[config.mk]
export PLATFORM = sky130hd
export DESIGN_NAME = rv32s_front
export DESIGN_NICKNAME = d
export VERILOG_FILES = /design/src/rtl/core/rv32_subset_instruction_step_core_macros.svh /design/src/rtl/core/rv32s_pkg.sv /design/src/rtl/core/rv32s_front.sv
export SDC_FILE = /design/constraint.sdc
export NUM_CORES = 1
export LEC_CHECK = 0
export BUFFER_PORTS_ARGS = -buffer_cell sky130_fd_sc_hd__clkbuf_2
export CAP_MARGIN = 20
export CORE_MARGIN = 3
export CORE_UTILIZATION = 40
export CTS_CLUSTER_DIAMETER = 60
export DETAILED_ROUTE_END_ITERATION = 7
export SLEW_MARGIN = 15
export SYNTH_ARGS = -nofsm -noshare
export SYNTH_HDL_FRONTEND = slang
export SYNTH_SLANG_ARGS = --single-unit
[constraint.sdc]
create_clock -name clk -period 7.2 [get_ports clk]
set_clock_uncertainty 0.05 [all_clocks]
set_input_delay 0.36 -clock clk [delete_from_list [all_inputs] [get_ports clk]]
set_output_delay 0.36 -clock clk [all_outputs]
set_load 0.02 [all_outputs]
[src/rtl/core/rv32_subset_instruction_step_core_macros.svh]
// Assertion helpers shared by the core's top level.
`ifndef RV32_SUBSET_INSTRUCTION_STEP_CORE_MACROS_SVH
`define RV32_SUBSET_INSTRUCTION_STEP_CORE_MACROS_SVH

// Same-cycle implication, checked on every rising edge outside reset.
`define RV32S_ASSERT_NOW(lbl, ante, cons) \
	lbl: assert property (@(posedge clk) disable iff (!arst_n) (ante) |-> (cons)) \
		else $error("assertion failed: same-cycle implication");

// Next-cycle implication.
`define RV32S_ASSERT_NEXT(lbl, ante, cons) \
	lbl: assert property (@(posedge clk) disable iff (!arst_n) (ante) |=> (cons)) \
		else $error("assertion failed: next-cycle implication");

`endif

[src/rtl/core/rv32s_pkg.sv]
package rv32s_pkg;

	localparam int MEM_ADDR_BITS = 20;
	localparam int QUEUE_DEPTH = 2;
	localparam int QUEUE_PTR_BITS = (QUEUE_DEPTH > 1) ? $clog2(QUEUE_DEPTH) : 1;
	localparam int QUEUE_CNT_BITS = $clog2(QUEUE_DEPTH + 1);

	localparam logic OPC_WRITE = 1'b0;

	localparam logic [6:0] OP_REG   = 7'b0110011;
	localparam logic [6:0] OP_IMM   = 7'b0010011;
	localparam logic [6:0] OP_LUI   = 7'b0110111;
	localparam logic [6:0] OP_JALR  = 7'b1100111;
	localparam logic [6:0] OP_LOAD  = 7'b0000011;
	localparam logic [6:0] OP_STORE = 7'b0100011;
	localparam logic [31:0] INST_EBREAK = 32'h0010_0073;
	localparam logic [31:0] UPPER_MASK = 32'hFFFF_F000;

	localparam logic [2:0] F3_ZERO = 3'd0;
	localparam logic [2:0] F3_WORD = 3'd2;
	localparam logic [2:0] F3_BYTE_U = 3'd4;
	localparam logic [4:0] REG_A0 = 5'd10;
	localparam logic [4:0] REG_ZERO = 5'd0;

	typedef enum logic [1:0] {
		TRAP_NONE = 2'd0,
		TRAP_GOOD = 2'd1,
		TRAP_BAD  = 2'd2
	} trap_kind_t;

	typedef enum logic {
		KIND_WRITE,
		KIND_STEP
	} item_kind_t;

	typedef struct packed {
		logic        opcode;
		logic [19:0] byte_address;
		logic [7:0]  byte_value;
	} in_item_t;

	typedef struct packed {
		logic [31:0]        next_pc;
		logic               is_halted;
		trap_kind_t         trap_kind;
		logic signed [31:0] exit_value;
	} out_item_t;

	typedef struct packed {
		item_kind_t               kind;
		logic [MEM_ADDR_BITS-1:0] addr;
		logic [7:0]               value;
	} q_item_t;

	typedef struct packed {
		logic    valid;
		q_item_t item;
	} q_link_t;

	typedef enum logic [2:0] {
		BK_IDLE,
		BK_FETCH,
		BK_DEC,
		BK_EXEC,
		BK_LOAD,
		BK_LDWB,
		BK_STORE,
		BK_DONE
	} bk_state_t;

	function automatic logic [31:0] sext12(input logic [11:0] v);
		return {{20{v[11]}}, v};
	endfunction

	// Merge a byte that is still in flight from the memory into a buffer.
	function automatic logic [31:0] merge_byte(input logic [31:0] buf_v, input logic pend,
		input logic [1:0] idx, input logic [7:0] data);
		logic [31:0] r;
		r = buf_v;
		if (pend) begin
			r[idx*8 +: 8] = data;
		end
		return r;
	endfunction

endpackage

[src/rtl/core/rv32s_front.sv]
module rv32s_front (
	input  logic                clk,
	input  logic                arst_n,
	input  logic                in_valid,
	output logic                in_ready,
	input  rv32s_pkg::in_item_t in_item,
	output rv32s_pkg::q_link_t  q_link,
	input  logic                q_pop
);

	rv32s_pkg::q_item_t                         fifo_q [rv32s_pkg::QUEUE_DEPTH];
	logic [rv32s_pkg::QUEUE_PTR_BITS-1:0]       wr_ptr_q;
	logic [rv32s_pkg::QUEUE_PTR_BITS-1:0]       rd_ptr_q;
	logic [rv32s_pkg::QUEUE_CNT_BITS-1:0]       count_q;
	rv32s_pkg::q_item_t                         classified;
	logic                                       push;
	logic                                       pop;

	always_comb begin
		classified.kind = (in_item.opcode == rv32s_pkg::OPC_WRITE) ?
			rv32s_pkg::KIND_WRITE : rv32s_pkg::KIND_STEP;
		classified.addr = rv32s_pkg::MEM_ADDR_BITS'(in_item.byte_address);
		classified.value = in_item.byte_value;
	end

	assign in_ready = (count_q != rv32s_pkg::QUEUE_CNT_BITS'(rv32s_pkg::QUEUE_DEPTH));
	assign push = in_valid && in_ready;
	assign pop = q_pop && (count_q != '0);
	assign q_link.valid = (count_q != '0);
	assign q_link.item = fifo_q[rd_ptr_q];

	always_ff @(posedge clk) begin
		if (push) begin
			fifo_q[wr_ptr_q] <= classified;
		end
	end

	always_ff @(posedge clk or negedge arst_n) begin
		if (!arst_n) begin
			wr_ptr_q <= '0;
			rd_ptr_q <= '0;
			count_q <= '0;
		end else begin
			if (push) begin
				wr_ptr_q <= (wr_ptr_q == rv32s_pkg::QUEUE_PTR_BITS'(rv32s_pkg::QUEUE_DEPTH - 1)) ?
					'0 : wr_ptr_q + 1'b1;
			end
			if (pop) begin
				rd_ptr_q <= (rd_ptr_q == rv32s_pkg::QUEUE_PTR_BITS'(rv32s_pkg::QUEUE_DEPTH - 1)) ?
					'0 : rd_ptr_q + 1'b1;
			end
			if (push && !pop) begin
				count_q <= count_q + 1'b1;
			end else if (pop && !push) begin
				count_q <= count_q - 1'b1;
			end
		end
	end

endmodule

==> metrics.txt <==
Critical Path RT=approximately 6.8 ns; synthesized area per cell=21.42 µm²; # diodes=0; Max Fclk=434.6 MHz; Max FO, Critical Path=18; reg-to-reg critical path endpoint=fifo_q[0][16]$_DFFE_PP_; Final Non-Filler Cells=about 260; Min-Delay Path Class=input pin to flip-flop; clock root buffer=clkbuf_8; initial antenna violation count=0; WL/cell=about 15 µm; Cell Rows=27; Top Ports=64; CTS tree=done; vias in the first global route=roughly 1300; Slew Limit Headroom=between 40% and 50%; Worst Path Arrival=1.89 ns; layout cells sized above 1=roughly three fifths; leakage=~0.0011 µW; DRT Wirelength=slightly below 4000 µm; crit-path cells=buf_4, mux2_2, clkbuf_2; setup TNS=0 ns; Initial Utilization=41.76%; 1st-iter DRT viols=54; crit share post-route=31.96%; Netlist Area Pre-Place=between 0.002 and 0.0025 mm²; main area contributors after synthesis=edfxtp_1 (75%), mux2_2 (14%), dfrtp_1 (4.3%); synthesis-to-layout area growth=26.34%; Reg clk slew, reported paths=0.06 ns; crit path launch type=flip-flop; Max Cap Viol=0; cell family with most CP delay=flip-flops; H-tree depth=3; Worst-Skew Late Latency=~0.33 ns; Post-synth ARST share=under 10%; post-route DRC violation count=0; IO Port Bufs=63; pin count of the biggest net entering global routing=30; status=complete, no violations; Final GP Congestion=about 0.62; slowest CP cell=dfrtp_1; R2R depth=3; Via density=~4.6; hold path endpoint=fifo_q[0][18]$_DFFE_PP_; post-synth top area cell=edfxtp_1; die width=~82 µm; Final nets=between 200 and 250; Buf+Inv Stages, Crit Path=2; VDD IR max=slightly above 0.0002 V; pwr dens=429.7 mW/mm²; final setup vio count=0; Sink Count=between 60 and 70; vias after detailed routing=roughly 1200; final worst slack=slightly below 5 ns; worst r2r src=count_q[0]$_DFFE_PN0P_; Hold Path Stages=1; Post-Syn Instances=~110; dominant cell by count in the synthesized netlist=edfxtp_1; Worst setup EP type=output port; Fin. Hold Viols=0; gr usage total=roughly an eighth; sequential fraction of the synthesis area=~80%; Core ar.=between 0.005 and 0.006 mm²; DR pass1 iterations=4; RSZ-0062 raised after global routing=no; slew at the pin closest to its max-slew limit=between 0.8 and 0.9 ns; placed cell count=between 200 and 250; hpwl dp=about 2600 µm; Mapped Nets=around 140; Place WS=5.239 ns; die height=between 80 and 90 µm; Tmin final=2.301 ns; critical path type=flip-flop to output port; Worst Min Path Start=in_item[18]; Ys Warns=0; TritonCTS buffer count=9; total power=around 1300 µW; maximum root-to-sink buffer count=2; top_reg_cell synth=edfxtp_1; post-cts sizing count=0; Routed Antenna Nets=0; number of flops mapped to enable cells by yosys=58; Commonest cells post-synth=edfxtp_1 (58), mux2_2 (29), dfrtp_1 (4), buf_6 (3), xnor2_1 (3); Die Area=between 0.006 and 0.007 mm²; global route overflow=0; Synth Register Bits=62; CP peak stage delay=~0.65 ns; register-to-register setup slack=around 5.4 ns; top-area cell type share of the netlist area=roughly 75%; synth unique cells=14; first-pass GRT wire length=around 5900 µm; Final Slew Violations=0
==> state kept, by name (all words and copies together) (netlist names) <==
name	count
rd_ptr_q	1
fifo_q	58
count_q	2
wr_ptr_q	1
==> power breakdown <==
| part | switching [µW] | internal, µW |
|---|---|---|
| Clock | 122 | 193 |
| Combinational | 239 | 167 |
| Sequential | 39.0 | 496 |
| Total | 400 | 856 |
==> how the worst max path moves through the flow <==
stage | end | from | cells past startpoint | slack, ns
final | q_link[0] | rd_ptr_q$_DFFE_PN0P_ | 3 | 4.90
after global routing | q_link[0] | rd_ptr_q$_DFFE_PN0P_ | 3 | 4.78
after CTS | q_link[0] | rd_ptr_q$_DFFE_PN0P_ | 3 | 4.84
after detailed placement | q_link[11] | rd_ptr_q$_DFFE_PN0P_ | 3 | 5.24
after global placement | q_link[18] | rd_ptr_q$_DFFE_PN0P_ | 3 | 5.26
after floorplan | fifo_q[0][0]$_DFFE_PP_ | count_q[0]$_DFFE_PN0P_ | 3 | 4.82
==> layout by cell type, fill, tap and decap left out <==
cell type	n
clkbuf_2	63
nand2b_4	1
clkinv_1	1
clkinv_2	2
bufinv_16	2
xnor2_1	3
nor2_4	1
inv_1	1
nand2_1	1
nor2_1	1
edfxtp_1	58
nand2_4	1
dlygate4sd3_1	1
clkbuf_1	2
dfrtp_1	4
mux2_2	29
ha_1	1
buf_4	2
and3_1	1
or2_4	1
clkbuf_8	9
xor2_1	2
==> stage by stage <==
stage | area [µm²] | utilization (%) | hold WS (ns)
after CTS | 2923 | 52.76 | 0.1441
after global routing | 2923 | 52.76 | 0.1481
after global placement | 2708 | 48.87 | 0.1236
after detailed placement | 2708 | 48.87 | 0.1253
after floorplan | 2313 | - | 0.01441
final | 2923 | 52.76 | 0.1652
==> what timing repair did <==
action,4_1_cts,5_1_grt
hold buffers,1,0
endpoints found under the setup margin,0,0
setup buffers,0,0
endpoints found under the hold margin,4,0
==> final cells by class <==
cell class                 count  area, µm²
clock buffer                  11      131.4
clock inverter                 5      73.82
fill                         472       2618
inverter                       1      3.754
multi-input combinational     42      441.7
sequential                    62       1842
tap                           72      90.09
timing repair buffer          66      340.3
==> kinds of logic after synthesis <==
family	after synthesis	synth area share (%)
xor gates and xnor gates	5	1.893
buffers and inverters	4	1.622
adders and majority gates	1	0.5407
and+or+nand+nor	7	2.217
DFF	62	79.61
muxes	29	14.12
==> metal layers <==
layer	GRT usage (%)	wire, µm	up-vias
met1	14.70	1684	563
met3	5.044	294	10
met4	9.468	101	0
met5	0	0	-
met2	19.14	1866	56
li1	-	-	568
(Power assumes the default switching activity.)
